==> config.mk <==
export PLATFORM = sky130hd
export DESIGN_NAME = mpeg_audio_header_decoder_top_flat
export DESIGN_NICKNAME = d
export VERILOG_FILES = /design/src/rtl/core/mahd_pkg.sv /design/src/rtl/core/mahd_in_if.sv /design/src/rtl/core/mahd_out_if.sv /design/src/rtl/core/mahd_decode.sv /design/src/rtl/core/mahd_size.sv /design/src/rtl/core/mpeg_audio_header_decoder_top.sv /design/src/flat_wrapper.sv
export VERILOG_INCLUDE_DIRS = /design/src /design/src/rtl/core
export SDC_FILE = /design/constraint.sdc
export NUM_CORES = 1
export LEC_CHECK = 0
export BUFFER_PORTS_ARGS = -buffer_cell sky130_fd_sc_hd__buf_4
export CORE_ASPECT_RATIO = 0.5
export CORE_MARGIN = 4
export CORE_UTILIZATION = 30
export CTS_CLUSTER_DIAMETER = 30
export DETAILED_ROUTE_END_ITERATION = 12
export HOLD_SLACK_MARGIN = 0.05
export PLACE_DENSITY_LB_ADDON = 0.05
export SLEW_MARGIN = 20
export SYNTH_ARGS = -nofsm -noshare
export SYNTH_HDL_FRONTEND = slang
export SYNTH_SLANG_ARGS = --single-unit
==> constraint.sdc <==
create_clock -name i_clk -period 11.9 [get_ports i_clk]
set_input_delay 1.19 -clock i_clk [delete_from_list [all_inputs] [get_ports i_clk]]
set_output_delay 1.19 -clock i_clk [all_outputs]
set_load 0.01 [all_outputs]
==> src/rtl/core/assert_macros.svh <==
//------------------------------------------------------------------------------
// Assertion macros
// Shared concurrent assertion helpers for the header decoder RTL.
//------------------------------------------------------------------------------
`ifndef ASSERT_MACROS_SVH
`define ASSERT_MACROS_SVH

`ifndef ASSERT_OFF
// Same-cycle implication, sampled on the rising clock edge, off during reset.
`define ASSERT_IMPLY(lbl, clk, rst_n, ante, cons) \
    lbl: assert property (@(posedge clk) disable iff (!(rst_n)) (ante) |-> (cons)) \
        else $error("assertion failed: same-cycle implication");
// Next-cycle implication, sampled on the rising clock edge, off during reset.
`define ASSERT_NEXT(lbl, clk, rst_n, ante, cons) \
    lbl: assert property (@(posedge clk) disable iff (!(rst_n)) (ante) |=> (cons)) \
        else $error("assertion failed: next-cycle implication");
`else
`define ASSERT_IMPLY(lbl, clk, rst_n, ante, cons)
`define ASSERT_NEXT(lbl, clk, rst_n, ante, cons)
`endif

`endif

==> src/rtl/core/mahd_pkg.sv <==
//------------------------------------------------------------------------------
// mahd_pkg
// Types, status codes and constant tables of the audio frame header decoder.
//------------------------------------------------------------------------------
package mahd_pkg;

    // Result status codes; the first failing check wins.
    typedef enum logic [2:0] {
        ST_OK          = 3'd0,
        ST_NO_SYNC     = 3'd1,
        ST_RSV_VERSION = 3'd2,
        ST_RSV_LAYER   = 3'd3,
        ST_BAD_BITRATE = 3'd4,
        ST_BAD_RATE    = 3'd5,
        ST_LAYER_ONE   = 3'd6
    } t_status;

    // Version codes as reported on the result.
    localparam logic [1:0] VER_MPEG1  = 2'd0;
    localparam logic [1:0] VER_MPEG2  = 2'd1;
    localparam logic [1:0] VER_MPEG25 = 2'd2;

    // Layer field codes in the header (two bits).
    localparam logic [1:0] LBITS_RSV   = 2'b00;
    localparam logic [1:0] LBITS_LAYER3 = 2'b01;
    localparam logic [1:0] LBITS_LAYER1 = 2'b11;

    // Bitrate index and sampling-rate codes that are invalid.
    localparam logic [3:0] BRI_FREE = 4'h0;
    localparam logic [3:0] BRI_BAD  = 4'hF;
    localparam logic [1:0] SR_RSV   = 2'b11;

    // Bitrate tables in kbit/s, indexed by the bitrate index.
    localparam logic [8:0] KBPS_V1_L2 [16] = '{
        9'd0, 9'd32, 9'd48, 9'd56, 9'd64, 9'd80, 9'd96, 9'd112,
        9'd128, 9'd160, 9'd192, 9'd224, 9'd256, 9'd320, 9'd384, 9'd0
    };
    localparam logic [8:0] KBPS_V1_L3 [16] = '{
        9'd0, 9'd32, 9'd40, 9'd48, 9'd56, 9'd64, 9'd80, 9'd96,
        9'd112, 9'd128, 9'd160, 9'd192, 9'd224, 9'd256, 9'd320, 9'd0
    };
    localparam logic [8:0] KBPS_LSF [16] = '{
        9'd0, 9'd8, 9'd16, 9'd24, 9'd32, 9'd40, 9'd48, 9'd56,
        9'd64, 9'd80, 9'd96, 9'd112, 9'd128, 9'd144, 9'd160, 9'd0
    };

    // Frame bytes are kbps * 144000 / rate. For the MPEG1 rates this is
    // kbps * 1440 / 441, kbps * 6 / 2 and kbps * 9 / 2. Lower rates (and the
    // layer III halving) only scale the numerator by a power of two.
    localparam logic [10:0] RATE_SCALE [4] = '{11'd1440, 11'd6, 11'd9, 11'd0};

    // Reciprocal of 441 scaled by 2^29, rounded up. Exact for numerators
    // below 2^20, which covers every valid header.
    localparam int          Q441_SHIFT = 29;
    localparam logic [20:0] RECIP_441  = 21'd1217395;

    localparam int NUM_W  = 20;
    localparam int SIZE_W = 12;

    // Decoded header fields; all zero except status on a failed check.
    typedef struct packed {
        t_status    status;
        logic [1:0] version;
        logic [1:0] layer;
        logic       crc_present;
        logic [3:0] kbps_index;
        logic [3:0] sample_rate_index;
        logic       padding;
        logic [1:0] channel_mode;
        logic [1:0] mode_extension;
        logic [1:0] emphasis;
        logic [2:0] misc_flags;
    } t_fields;

    // Controls for the frame size datapath.
    typedef struct packed {
        logic [8:0] kbps;
        logic [1:0] rate_sel;
        logic [1:0] shift;
        logic       div441;
    } t_size_ctl;

    // One complete result item.
    typedef struct packed {
        t_fields           fields;
        logic [SIZE_W-1:0] frame_size;
    } t_result;

endpackage

==> src/rtl/core/mahd_in_if.sv <==
//------------------------------------------------------------------------------
// mahd_in_if
// Header word channel with valid/ready handshake.
//------------------------------------------------------------------------------
interface mahd_in_if;
    logic        valid;
    logic        ready;
    logic [31:0] header_word;

    modport source (output valid, output header_word, input ready);
    modport sink   (input valid, input header_word, output ready);
endinterface

==> src/rtl/core/mahd_out_if.sv <==
//------------------------------------------------------------------------------
// mahd_out_if
// Decoded header result channel with valid/ready handshake.
//------------------------------------------------------------------------------
interface mahd_out_if;
    logic        valid;
    logic        ready;
    logic [2:0]  status;
    logic [1:0]  version;
    logic [1:0]  layer;
    logic        crc_present;
    logic [3:0]  kbps_index;
    logic [3:0]  sample_rate_index;
    logic        padding;
    logic [1:0]  channel_mode;
    logic [1:0]  mode_extension;
    logic [1:0]  emphasis;
    logic [2:0]  misc_flags;
    logic [11:0] frame_size;

    modport source (
        output valid, input ready,
        output status, output version, output layer, output crc_present,
        output kbps_index, output sample_rate_index, output padding,
        output channel_mode, output mode_extension, output emphasis,
        output misc_flags, output frame_size
    );
    modport sink (
        input valid, output ready,
        input status, input version, input layer, input crc_present,
        input kbps_index, input sample_rate_index, input padding,
        input channel_mode, input mode_extension, input emphasis,
        input misc_flags, input frame_size
    );
endinterface

==> src/rtl/core/mahd_decode.sv <==
//------------------------------------------------------------------------------
// mahd_decode
// First pipeline stage: header checks, field unpacking and bitrate lookup.
//------------------------------------------------------------------------------
module mahd_decode
    import mahd_pkg::*;
(
    input  logic        i_clk,
    input  logic        i_rst_n,
    input  logic        i_valid,
    input  logic [31:0] i_word,
    output logic        o_ready,
    output logic        o_valid,
    input  logic        i_ready,
    output t_fields     o_fields,
    output t_size_ctl   o_ctl
);

    logic       r_valid;
    t_fields    r_fields;
    t_size_ctl  r_ctl;
    t_fields    n_fields;
    t_size_ctl  n_ctl;

    logic       lsf;
    logic       layer3;
    logic [1:0] ver;
    logic [1:0] lbits;
    logic [1:0] sr;
    logic [3:0] bri;
    t_status    status;

    // Checks in header order, but the layer I check comes last; the first failure sets the status.
    always_comb begin
        lsf    = i_word[20] ? ~i_word[19] : 1'b1;
        ver    = i_word[20] ? {1'b0, ~i_word[19]} : VER_MPEG25;
        lbits  = i_word[18:17];
        bri    = i_word[15:12];
        sr     = i_word[11:10];
        layer3 = (lbits == LBITS_LAYER3);

        if (!(&i_word[31:21])) begin
            status = ST_NO_SYNC;
        end else if (!i_word[20] && i_word[19]) begin
            status = ST_RSV_VERSION;
        end else if (lbits == LBITS_RSV) begin
            status = ST_RSV_LAYER;
        end else if (bri == BRI_FREE || bri == BRI_BAD) begin
            status = ST_BAD_BITRATE;
        end else if (sr == SR_RSV) begin
            status = ST_BAD_RATE;
        end else if (lbits == LBITS_LAYER1) begin
            status = ST_LAYER_ONE;
        end else begin
            status = ST_OK;
        end
    end

    // Field unpacking; a failed header carries only its status.
    always_comb begin
        n_fields        = '0;
        n_fields.status = status;
        if (status == ST_OK) begin
            n_fields.version       = ver;
            n_fields.layer         = 2'(3'd4 - {1'b0, lbits});
            n_fields.crc_present   = ~i_word[16];
            n_fields.kbps_index    = bri;
            if (ver == VER_MPEG25) begin
                n_fields.sample_rate_index = 4'(4'd6 + {2'b00, sr});
            end else begin
                n_fields.sample_rate_index = 4'({2'b00, sr} + (lsf ? 4'd3 : 4'd0));
            end
            n_fields.padding        = i_word[9];
            n_fields.channel_mode   = i_word[7:6];
            n_fields.mode_extension = i_word[5:4];
            n_fields.emphasis       = i_word[1:0];
            n_fields.misc_flags     = {i_word[8], i_word[3], i_word[2]};
        end
    end

    // Bitrate lookup and rate scaling for the size datapath.
    always_comb begin
        if (lsf) begin
            n_ctl.kbps = KBPS_LSF[bri];
        end else if (layer3) begin
            n_ctl.kbps = KBPS_V1_L3[bri];
        end else begin
            n_ctl.kbps = KBPS_V1_L2[bri];
        end
        n_ctl.rate_sel = sr;
        n_ctl.shift    = ver - {1'b0, layer3 & lsf};
        n_ctl.div441   = (sr == 2'b00);
    end

    // Stage register with its own valid bit.
    assign o_ready = !r_valid || i_ready;

    always_ff @(posedge i_clk) begin
        if (!i_rst_n) begin
            r_valid <= 1'b0;
        end else if (o_ready) begin
            r_valid <= i_valid;
        end
    end

    always_ff @(posedge i_clk) begin
        if (o_ready && i_valid) begin
            r_fields <= n_fields;
            r_ctl    <= n_ctl;
        end
    end

    assign o_valid  = r_valid;
    assign o_fields = r_fields;
    assign o_ctl    = r_ctl;

endmodule

==> src/rtl/core/mahd_size.sv <==
//------------------------------------------------------------------------------
// mahd_size
// Stages two to four: numerator multiply, constant division, padding add.
//------------------------------------------------------------------------------
module mahd_size
    import mahd_pkg::*;
(
    input  logic      i_clk,
    input  logic      i_rst_n,
    input  logic      i_valid,
    output logic      o_ready,
    input  t_fields   i_fields,
    input  t_size_ctl i_ctl,
    output logic      o_valid,
    input  logic      i_ready,
    output t_result   o_result
);

    localparam int PROD_W = NUM_W + 21;

    logic              r_v2;
    logic              r_v3;
    logic              r_v4;
    t_fields           r_f2;
    t_fields           r_f3;
    t_fields           r_f4;
    logic [NUM_W-1:0]  r_x2;
    logic              r_div2;
    logic [SIZE_W-1:0] r_q3;
    logic [SIZE_W-1:0] r_size4;

    logic [NUM_W-1:0]  n_x2;
    logic [SIZE_W-1:0] n_q3;
    logic [SIZE_W-1:0] n_size4;
    logic [21:0]       num_prod;
    logic [PROD_W-1:0] recip_prod;
    logic              rdy2;
    logic              rdy3;
    logic              rdy4;

    // Each stage loads when it is empty or its contents move on.
    assign rdy4    = !r_v4 || i_ready;
    assign rdy3    = !r_v3 || rdy4;
    assign rdy2    = !r_v2 || rdy3;
    assign o_ready = rdy2;

    // Stage two: numerator kbps times the rate scale, times a power of two.
    always_comb begin
        num_prod = 22'(i_ctl.kbps) * 22'(RATE_SCALE[i_ctl.rate_sel]);
        n_x2     = NUM_W'(num_prod << i_ctl.shift);
    end

    // Stage three: divide by 441 through the reciprocal, or halve.
    always_comb begin
        recip_prod = PROD_W'(r_x2) * PROD_W'(RECIP_441);
        if (r_div2) begin
            n_q3 = recip_prod[Q441_SHIFT +: SIZE_W];
        end else begin
            n_q3 = r_x2[SIZE_W:1];
        end
    end

    // Stage four: add the padding byte; failed headers report zero.
    always_comb begin
        if (r_f3.status == ST_OK) begin
            n_size4 = r_q3 + SIZE_W'(r_f3.padding);
        end else begin
            n_size4 = '0;
        end
    end

    // Valid bits of the three stages.
    always_ff @(posedge i_clk) begin
        if (!i_rst_n) begin
            r_v2 <= 1'b0;
            r_v3 <= 1'b0;
            r_v4 <= 1'b0;
        end else begin
            if (rdy2) begin
                r_v2 <= i_valid;
            end
            if (rdy3) begin
                r_v3 <= r_v2;
            end
            if (rdy4) begin
                r_v4 <= r_v3;
            end
        end
    end

    // Payload registers, loaded only with a live item.
    always_ff @(posedge i_clk) begin
        if (rdy2 && i_valid) begin
            r_f2   <= i_fields;
            r_x2   <= n_x2;
            r_div2 <= i_ctl.div441;
        end
        if (rdy3 && r_v2) begin
            r_f3 <= r_f2;
            r_q3 <= n_q3;
        end
        if (rdy4 && r_v3) begin
            r_f4    <= r_f3;
            r_size4 <= n_size4;
        end
    end

    assign o_valid             = r_v4;
    assign o_result.fields     = r_f4;
    assign o_result.frame_size = r_size4;

endmodule

==> src/rtl/core/mpeg_audio_header_decoder_top.sv <==
// A new header word is accepted in every cycle as long as results are taken.
// The four register stages are header check and field unpack, the bitrate
// times rate-scale multiply, the reciprocal multiply that divides by 441
// for the 44.1 kHz rate family (or the halving for the other rates), and
// the padding add; each stage has its own valid bit, so a stalled result
// holds only the stages behind it.
//------------------------------------------------------------------------------
// mpeg_audio_header_decoder_top
// Audio frame header decoder: checks, field unpacking and frame size.
//------------------------------------------------------------------------------
`include "assert_macros.svh"

module mpeg_audio_header_decoder_top
    import mahd_pkg::*;
(
    input  logic       i_clk,
    input  logic       i_rst_n,
    mahd_in_if.sink    i_hdr,
    mahd_out_if.source o_res
);

    logic      s1_valid;
    logic      s1_ready;
    t_fields   s1_fields;
    t_size_ctl s1_ctl;
    t_result   res;
    logic      ok_shape;
    logic      err_clear;

    // Header checks and field decode.
    mahd_decode u_decode (
        .i_clk    (i_clk),
        .i_rst_n  (i_rst_n),
        .i_valid  (i_hdr.valid),
        .i_word   (i_hdr.header_word),
        .o_ready  (i_hdr.ready),
        .o_valid  (s1_valid),
        .i_ready  (s1_ready),
        .o_fields (s1_fields),
        .o_ctl    (s1_ctl)
    );

    // Frame size datapath and output register.
    mahd_size u_size (
        .i_clk    (i_clk),
        .i_rst_n  (i_rst_n),
        .i_valid  (s1_valid),
        .o_ready  (s1_ready),
        .i_fields (s1_fields),
        .i_ctl    (s1_ctl),
        .o_valid  (o_res.valid),
        .i_ready  (o_res.ready),
        .o_result (res)
    );

    // Result fields onto the output channel.
    assign o_res.status            = res.fields.status;
    assign o_res.version           = res.fields.version;
    assign o_res.layer             = res.fields.layer;
    assign o_res.crc_present       = res.fields.crc_present;
    assign o_res.kbps_index        = res.fields.kbps_index;
    assign o_res.sample_rate_index = res.fields.sample_rate_index;
    assign o_res.padding           = res.fields.padding;
    assign o_res.channel_mode      = res.fields.channel_mode;
    assign o_res.mode_extension    = res.fields.mode_extension;
    assign o_res.emphasis          = res.fields.emphasis;
    assign o_res.misc_flags        = res.fields.misc_flags;
    assign o_res.frame_size        = res.frame_size;

    // Shape of a good result and of a failed one.
    assign ok_shape  = (o_res.layer == 2'd2 || o_res.layer == 2'd3)
                       && o_res.frame_size != '0 && o_res.sample_rate_index <= 4'd8;
    assign err_clear = o_res.version == '0 && o_res.layer == '0
                       && o_res.kbps_index == '0 && o_res.frame_size == '0
                       && o_res.misc_flags == '0;

    // An accepted word always occupies the first stage in the next cycle.
    `ASSERT_NEXT(a_accept_fills_s1, i_clk, i_rst_n, i_hdr.valid && i_hdr.ready, s1_valid)

    // A good header is layer II or III, has a nonzero frame length and a sample rate index up to 8.
    `ASSERT_IMPLY(a_ok_size, i_clk, i_rst_n, o_res.valid && o_res.status == ST_OK, ok_shape)

    // A failed header carries nothing but its status.
    `ASSERT_IMPLY(a_err_zero, i_clk, i_rst_n, o_res.valid && o_res.status != ST_OK, err_clear)

endmodule

==> src/flat_wrapper.sv <==
// flat-port wrapper written by rule: the top's interface ports become plain ports
module mpeg_audio_header_decoder_top_flat import mahd_pkg::*;
  (i_clk, i_rst_n, i_hdr_valid, i_hdr_header_word, i_hdr_ready, o_res_valid, o_res_ready, o_res_status, o_res_version, o_res_layer, o_res_crc_present, o_res_kbps_index, o_res_sample_rate_index, o_res_padding, o_res_channel_mode, o_res_mode_extension, o_res_emphasis, o_res_misc_flags, o_res_frame_size);
  mahd_in_if i_hdr_i ();
  mahd_out_if o_res_i ();
  input  logic i_clk;
  input  logic i_rst_n;
  input wire logic [$bits(i_hdr_i.valid)-1:0] i_hdr_valid;
  input wire logic [$bits(i_hdr_i.header_word)-1:0] i_hdr_header_word;
  output wire logic [$bits(i_hdr_i.ready)-1:0] i_hdr_ready;
  output wire logic [$bits(o_res_i.valid)-1:0] o_res_valid;
  input wire logic [$bits(o_res_i.ready)-1:0] o_res_ready;
  output wire logic [$bits(o_res_i.status)-1:0] o_res_status;
  output wire logic [$bits(o_res_i.version)-1:0] o_res_version;
  output wire logic [$bits(o_res_i.layer)-1:0] o_res_layer;
  output wire logic [$bits(o_res_i.crc_present)-1:0] o_res_crc_present;
  output wire logic [$bits(o_res_i.kbps_index)-1:0] o_res_kbps_index;
  output wire logic [$bits(o_res_i.sample_rate_index)-1:0] o_res_sample_rate_index;
  output wire logic [$bits(o_res_i.padding)-1:0] o_res_padding;
  output wire logic [$bits(o_res_i.channel_mode)-1:0] o_res_channel_mode;
  output wire logic [$bits(o_res_i.mode_extension)-1:0] o_res_mode_extension;
  output wire logic [$bits(o_res_i.emphasis)-1:0] o_res_emphasis;
  output wire logic [$bits(o_res_i.misc_flags)-1:0] o_res_misc_flags;
  output wire logic [$bits(o_res_i.frame_size)-1:0] o_res_frame_size;
  assign i_hdr_i.valid = i_hdr_valid;
  assign i_hdr_i.header_word = i_hdr_header_word;
  assign i_hdr_ready = i_hdr_i.ready;
  assign o_res_valid = o_res_i.valid;
  assign o_res_i.ready = o_res_ready;
  assign o_res_status = o_res_i.status;
  assign o_res_version = o_res_i.version;
  assign o_res_layer = o_res_i.layer;
  assign o_res_crc_present = o_res_i.crc_present;
  assign o_res_kbps_index = o_res_i.kbps_index;
  assign o_res_sample_rate_index = o_res_i.sample_rate_index;
  assign o_res_padding = o_res_i.padding;
  assign o_res_channel_mode = o_res_i.channel_mode;
  assign o_res_mode_extension = o_res_i.mode_extension;
  assign o_res_emphasis = o_res_i.emphasis;
  assign o_res_misc_flags = o_res_i.misc_flags;
  assign o_res_frame_size = o_res_i.frame_size;
  mpeg_audio_header_decoder_top u_core (.i_clk(i_clk), .i_rst_n(i_rst_n), .i_hdr(i_hdr_i), .o_res(o_res_i));
endmodule
### Yosys cells after proc, flatten, opt, wreduce, memory -nomap -nowiden

Memory sizes are Yosys's and may differ from the RTL's.
Cells that the tools add are included.

* memories: 3
* input bits: 36
* register bits after elaboration: 167
* bits in read-only memories: 432

* magnitude comparators: 2
* $add $sub $neg: 5
* multipliers: 2
* shift-type cells: 1
* multiplexer cells: 22
* reduce and logical (&&, ||, !) cells: 21
* equal/unequal tests: 5
* bitwise operators: 5

Memories
* (no name shown): depth 16, width 9, rd ports 1, clocked after memory_dff 0, wr ports 0, line mahd_decode.sv:88 `n_ctl.kbps = KBPS_V1_L2[bri];`
* (no name shown): depth 16, width 9, rd ports 1, clocked after memory_dff 0, wr ports 0, line mahd_decode.sv:86 `n_ctl.kbps = KBPS_V1_L3[bri];`
* (no name shown): depth 16, width 9, rd ports 1, clocked after memory_dff 0, wr ports 0, line mahd_decode.sv:84 `n_ctl.kbps = KBPS_LSF[bri];`

Operators with widths (count)
* two-way mux 9 bit: 8
* multiplier 20 x 21 -> 41 bit, second input constant: 1
* binary-select mux 11 bit (select 2 bit): 1
* two-way mux 11 bit: 2
* multiplier 9 x 11 -> 20 bit: 1
* left shift 20 x 2 -> 20 bit: 1
* two-way mux 3 bit: 6
* adder 12 x 1 -> 12 bit: 1
* two-way mux 12 bit: 1
* AND reduction 11 bit: 1
* == test 2 bit, second input constant: 3
* logical NOT 3 bit: 2
* greater-or-equal comparator 5 bit, second input constant: 1
* logical AND 1 bit: 5
* logical NOT 1 bit: 5
* logical OR 1 bit: 5
* NOT 4 -> 5 bit: 1
* adder 3 x 2 -> 4 bit, first input constant: 1
* == test 4 bit, second input constant: 1
* logical NOT 2 bit: 2
* logical NOT 4 bit: 1
* two-way mux 2 bit: 2
* two-way mux 4 bit: 1
* adder 2 x 2 -> 3 bit: 1
* other kinds (8): 9

### Logic depth before layout (Yosys ltp)

* depth after elaboration: 8
* mapped depth: 21
* gate-level depth less buffers: 21

### Hierarchy

A second synthesis with hierarchy kept.

* cell total of the unflattened synthesis: 1455
* area total of the unflattened synthesis: 16458.3 µm²

By module, submodules not included
* mahd_size: instances 1, area an instance 14451.4 µm², cells each 1290
* mahd_decode: instances 1, area an instance 2006.9 µm², cells each 165

### Worst setup path after synthesis

Ideal clock, no wire load.

* path type: register to register
* start: register u_core.u_size.r_x2[14]
* end: register u_core.u_size.r_q3[9], data pin
* data required time: 11.640 ns
* arrival time: 5.533 ns
* path slack: 6.108 ns
* path buffers: 0
* library setup time: 0.260 ns
* cell stages (with the launch flop): 19
* cells stage by stage: edfxtp_1 -> fa_1 -> ha_1 -> or2_2 -> fa_1 -> fa_1 -> inv_1 -> fa_1 -> inv_1 -> fa_1 -> ha_1 -> ha_1 -> nand2_1 -> o21ai_1 -> nor4_1 -> a2111oi_2 -> a211oi_2 -> xnor2_1 -> mux2_2

* cells in the longest elaborated chain, start to end: 2

RTL lines
* start: declaration: line mahd_size.sv:27 `logic [NUM_W-1:0] r_x2;`
* start signal: assignment: line mahd_size.sv:95 `r_x2 <= n_x2;`
* multiplier 20 x 21 -> 41 bit: line mahd_size.sv:55 `recip_prod = PROD_W'(r_x2) * PROD_W'(RECIP_441);`
* two-way mux 12 bit: line mahd_size.sv:56 `if (r_div2) begin`
* net u_core.u_size.n_q3[9]: line mahd_size.sv:33 `logic [SIZE_W-1:0] n_q3;`
* end signal: assignment: line mahd_size.sv:100 `r_q3 <= n_q3;`
* end: declaration: line mahd_size.sv:29 `logic [SIZE_W-1:0] r_q3;`

The timed path passes the listed nets, and every way through them passes these cells.
A chain may end at the register's enable or synchronous reset.

### Worst setup path after layout

* start: register u_core.u_size.r_x2[17]
* end: register u_core.u_size.r_q3[9], data pin

The elaborated chain is that of the path after synthesis.

==> impl_metrics.py <==
metrics = {
    "worst_setup_path": {
        "reg2regPathDepth": 18,
        "crit_chain": "fa_1, inv_1, fa_1, inv_1, fa_1, fa_1, inv_1, fa_1, inv_1, fa_1, ha_1, ha_1, and4_1, nand2_1, a2111oi_2, a211oi_2, xnor2_1, mux2_2",
        "r2r_slack_ps": 5430,
        "reg2reg_to": "u_core.u_size.r_q3[9]",
        "worst_setup_path_start_kind": "flip-flop",
        "critical_path_arrival_ps": 6660,
        "worst-path-buf-inv": 4,
        "path_max_fanout": 9,
        "worstReg2RegStart": "u_core.u_size.r_x2[17]",
        "cp_slowest_cell": "a2111oi_2",
        "worstSetupPathType": "flip-flop to flip-flop",
        "critPathRequiredTime_ps": 12090,
        "cpMostUsedCell": "fa_1",
        "critPathMaxStageDelay_ps": 670,
        "worstSetupEndpointType": "flip-flop",
        "cp_top_family": "adder cells",
    },
    "clocking": {
        "cts_sinks": 161,
        "cts_hold_buf": 0,
        "cts_resized": 0,
        "post-cts-setup-buffer-count": 0,
        "cts_tree": "yes",
        "clkLatencyLatePin_ps": 440,
        "clk_pin_slew_ps": 80,
        "cts_buffers": 17,
        "htree_levels": 4,
        "clockBufferDepth": 2,
        "cts-root-buf": "clkbuf_16",
    },
    "floorplanning": {
        "die-area_mm2": 0.05230,
        "rows": 56,
        "die-width_um": 319.4,
        "ios": 76,
        "start_util_pct": 30.72,
        "core_mm2": 0.04737,
        "die_h_um": 163.7,
    },
    "synth": {
        "ys_types": 64,
        "synth_edf_count": 157,
        "synth_fp_nets": 1700,
        "seq_area_frac_synth_pct": 32.95,
        "syn_avg_cell_area_um2": 11.44,
        "synth-main-ff-cell": "edfxtp_1",
        "netlist_area_mm2": 0.01455,
        "synth-async-reset-ratio_pct": 0,
        "ys_seq_elements": 161,
        "synth_warnings": 0,
        "synthCells": 1272,
    },
    "timing": {
        "setup_viol": 0,
        "max_freq_mhz": 154.5,
        "tightestPinTransition_ps": 948.1,
        "holdWs_ps": 416.2,
        "finClkSkew_ps": 20.78,
        "slew_headroom_pct": 36.79,
        "period_minus_slack_ps": 6471,
        "hold_violations": 0,
        "timing.final.crit_share_pct": 54.38,
        "rsz0062_at_grt": "no",
        "drv_slew": 0,
        "setup_tns_ps": 0,
    },
    "power": {
        "power_density_mw_per_mm2": 234.2,
        "vdd_drop_max_mv": 0.1530,
        "p_clk_share_pct": 14.6,
        "p_leak_uw": 0.007735,
        "seqPwrFrac_pct": 17.9,
        "switchingPower_uw": 1873,
        "swShare_pct": 48.39,
        "power_uw": 3870,
        "p_comb_share_pct": 67.6,
        "p_int_uw": 1997,
    },
    "finish": {
        "final_layout_size_suffix_gt1_share_pct": 10.51,
        "nets": 1776,
        "fin_util_pct": 34.89,
        "fin_cells": 1999,
        "antenna_cells": 0,
        "syn2layout_area_growth_pct": 13.59,
    },
    "hold_path": {
        "holdCritStartpoint": "u_core.u_size.r_f2[22]",
        "hold_depth": 0,
        "hold_end": "u_core.u_size.r_f3[22]",
        "hold_class": "flip-flop to flip-flop",
    },
    "grt": {
        "grt_overflow_total": 0,
        "grt_first_pass_wirelength_mm": 56.08,
        "track_usage_pct": 13.82,
        "grt_pass1_vias": 9917,
        "antenna_found_initial": 1,
        "grt_start_max_net_pins": 39,
    },
    "run": {
        "maxCapViolCount": 0,
    },
    "route": {
        "highest_layer": "met4",
        "wl_mm": 35.14,
        "drcViolationCount": 0,
        "routed_via_density": 4.587,
        "routed-via-count": 9170,
        "avgRoutedWirePerCell_um": 17.58,
        "wl_met3_um": 955,
        "first_pass_iters": 5,
        "drt-initial-drc-count": 441,
        "wl_met1_mm": 17.68,
        "ant_nets": 0,
        "wl_met2_mm": 16.32,
    },
    "place": {
        "gp_congestion": 0.8835,
        "placedCellCount": 1966,
        "hpwl_mm": 29.47,
        "io_buffers": 75,
    },
    "outcome": {
        "status": "completed",
    },
}
-- layout by cell type, fill, tap and decap left out, types with 9 or more instances in the layout --
| cell type | netlist | routed |
|---|---|---|
| ha_1 | 258 | 258 |
| inv_1 | 241 | 241 |
| edfxtp_1 | 157 | 157 |
| fa_1 | 134 | 134 |
| buf_4 | 0 | 80 |
| a21oi_1 | 64 | 64 |
| nand2_1 | 57 | 57 |
| nor2_1 | 42 | 42 |
| and2_1 | 32 | 31 |
| o21ai_0 | 26 | 26 |
| xnor2_1 | 18 | 18 |
| mux2i_1 | 18 | 18 |
| nand3_1 | 17 | 17 |
| clkbuf_16 | 0 | 17 |
| nor3_1 | 15 | 15 |
| xor2_1 | 14 | 14 |
| nor2b_1 | 13 | 11 |
| nor4_1 | 9 | 9 |
-- power by group through the flow --
stage / registers (µW) / clock network [µW] / logic, µW
CTS: 692 / 584 / 2680
floorplan: 693 / 0 / 1900
global route: 696 / 611 / 3020
finish: 692 / 564 / 2620
detailed placement: 704 / 0 / 2640
global placement: 704 / 0 / 2660
-- how the worst max path moves through the flow --
stage / startpoint / to / depth (start not counted)
after floorplan: u_core.u_size.r_x2[14] / u_core.u_size.r_q3[9] / 18
after global placement: u_core.u_size.r_x2[12] / u_core.u_size.r_q3[9] / 19
after detailed placement: u_core.u_size.r_x2[12] / u_core.u_size.r_q3[9] / 19
after CTS: u_core.u_size.r_x2[12] / u_core.u_size.r_q3[9] / 19
after global routing: u_core.u_size.r_x2[12] / u_core.u_size.r_q3[10] / 19
final: u_core.u_size.r_x2[17] / u_core.u_size.r_q3[9] / 18
-- metal layers --
layer | global-route usage [%] | up-vias
met5 | 0 | -
li1 | - | 4511
met3 | 2.340 | 12
met1 | 19.77 | 4561
met4 | 1.735 | 0
met2 | 22.71 | 86
-- worst reg2reg max path: stages (launching register included) --
cell and delay (ps):
edfxtp_1 610, fa_1 610, inv_1 50, fa_1 490, inv_1 50, fa_1 520
fa_1 570, inv_1 60, fa_1 420, inv_1 90, fa_1 480, ha_1 330
ha_1 290, and4_1 250, nand2_1 170, a2111oi_2 670, a211oi_2 160, xnor2_1 150
mux2_2 260
-- per-stage QoR --
| step | worst slack [ps] | area (µm²) |
|---|---|---|
| final | 5429 | 16530 |
| after global routing | 5071 | 16530 |
| after CTS | 5450 | 16510 |
| after detailed placement | 5446 | 15880 |
| after global placement | 5507 | 15880 |
| after floorplan | 6108 | 14550 |
-- cell type report --
cell class	instances	area [µm²]
clock buffers	17	425.4
clock inverters	15	203.9
fillers	4823	30840
inverters	242	908.4
multi-input cells	845	8775
flip-flops and latches	161	4795
well taps	638	798.3
repair buffers	81	620.6
-- cells in the mapped netlist (9+ instances only) --
cell / n / area share [%]
ha_1: 258 / 22
inv_1: 241 / 6.2
edfxtp_1: 157 / 32
fa_1: 134 / 18
a21oi_1: 64 / 2.2
nand2_1: 57 / 1.5
nor2_1: 42 / 1.1
and2_1: 32 / 1.4
o21ai_0: 26 / 0.89
mux2i_1: 18 / 1.2
xnor2_1: 18 / 1.1
nand3_1: 17 / 0.58
clkbuf_1: 16 / 0.41
nor3_1: 15 / 0.52
xor2_1: 14 / 0.84
nor2b_1: 13 / 0.56
nor4_1: 9 / 0.39
-- state kept, by name, summed over array words and instances (netlist names) --
signal,cells
u_core.u_size.r_v2,1
u_core.u_size.r_size4,12
u_core.u_size.r_v3,1
u_core.u_size.r_x2,17
u_core.u_size.r_f3,26
u_core.u_decode.o_valid,1
u_core.u_decode.o_fields,26
u_core.u_size.o_result,26
u_core.u_decode.o_ctl,11
u_core.u_size.r_div2,1
u_core.u_size.r_f2,26
u_core.u_size.r_q3,12
u_core.u_size.o_valid,1
-- cells by family after synthesis --
kind of cell | after synthesis | share of synthesized area, %
adder cells (fa/ha/maj) | 392 | 40.63
buffers and inverters | 266 | 6.923
AND/OR/NAND/NOR | 224 | 7.835
AO/OA/AOI/OAI | 170 | 7.491
flip-flops | 161 | 32.95
XOR/XNOR | 32 | 1.926
multiplexers | 27 | 2.245
Power figures use the tool's default switching activity.
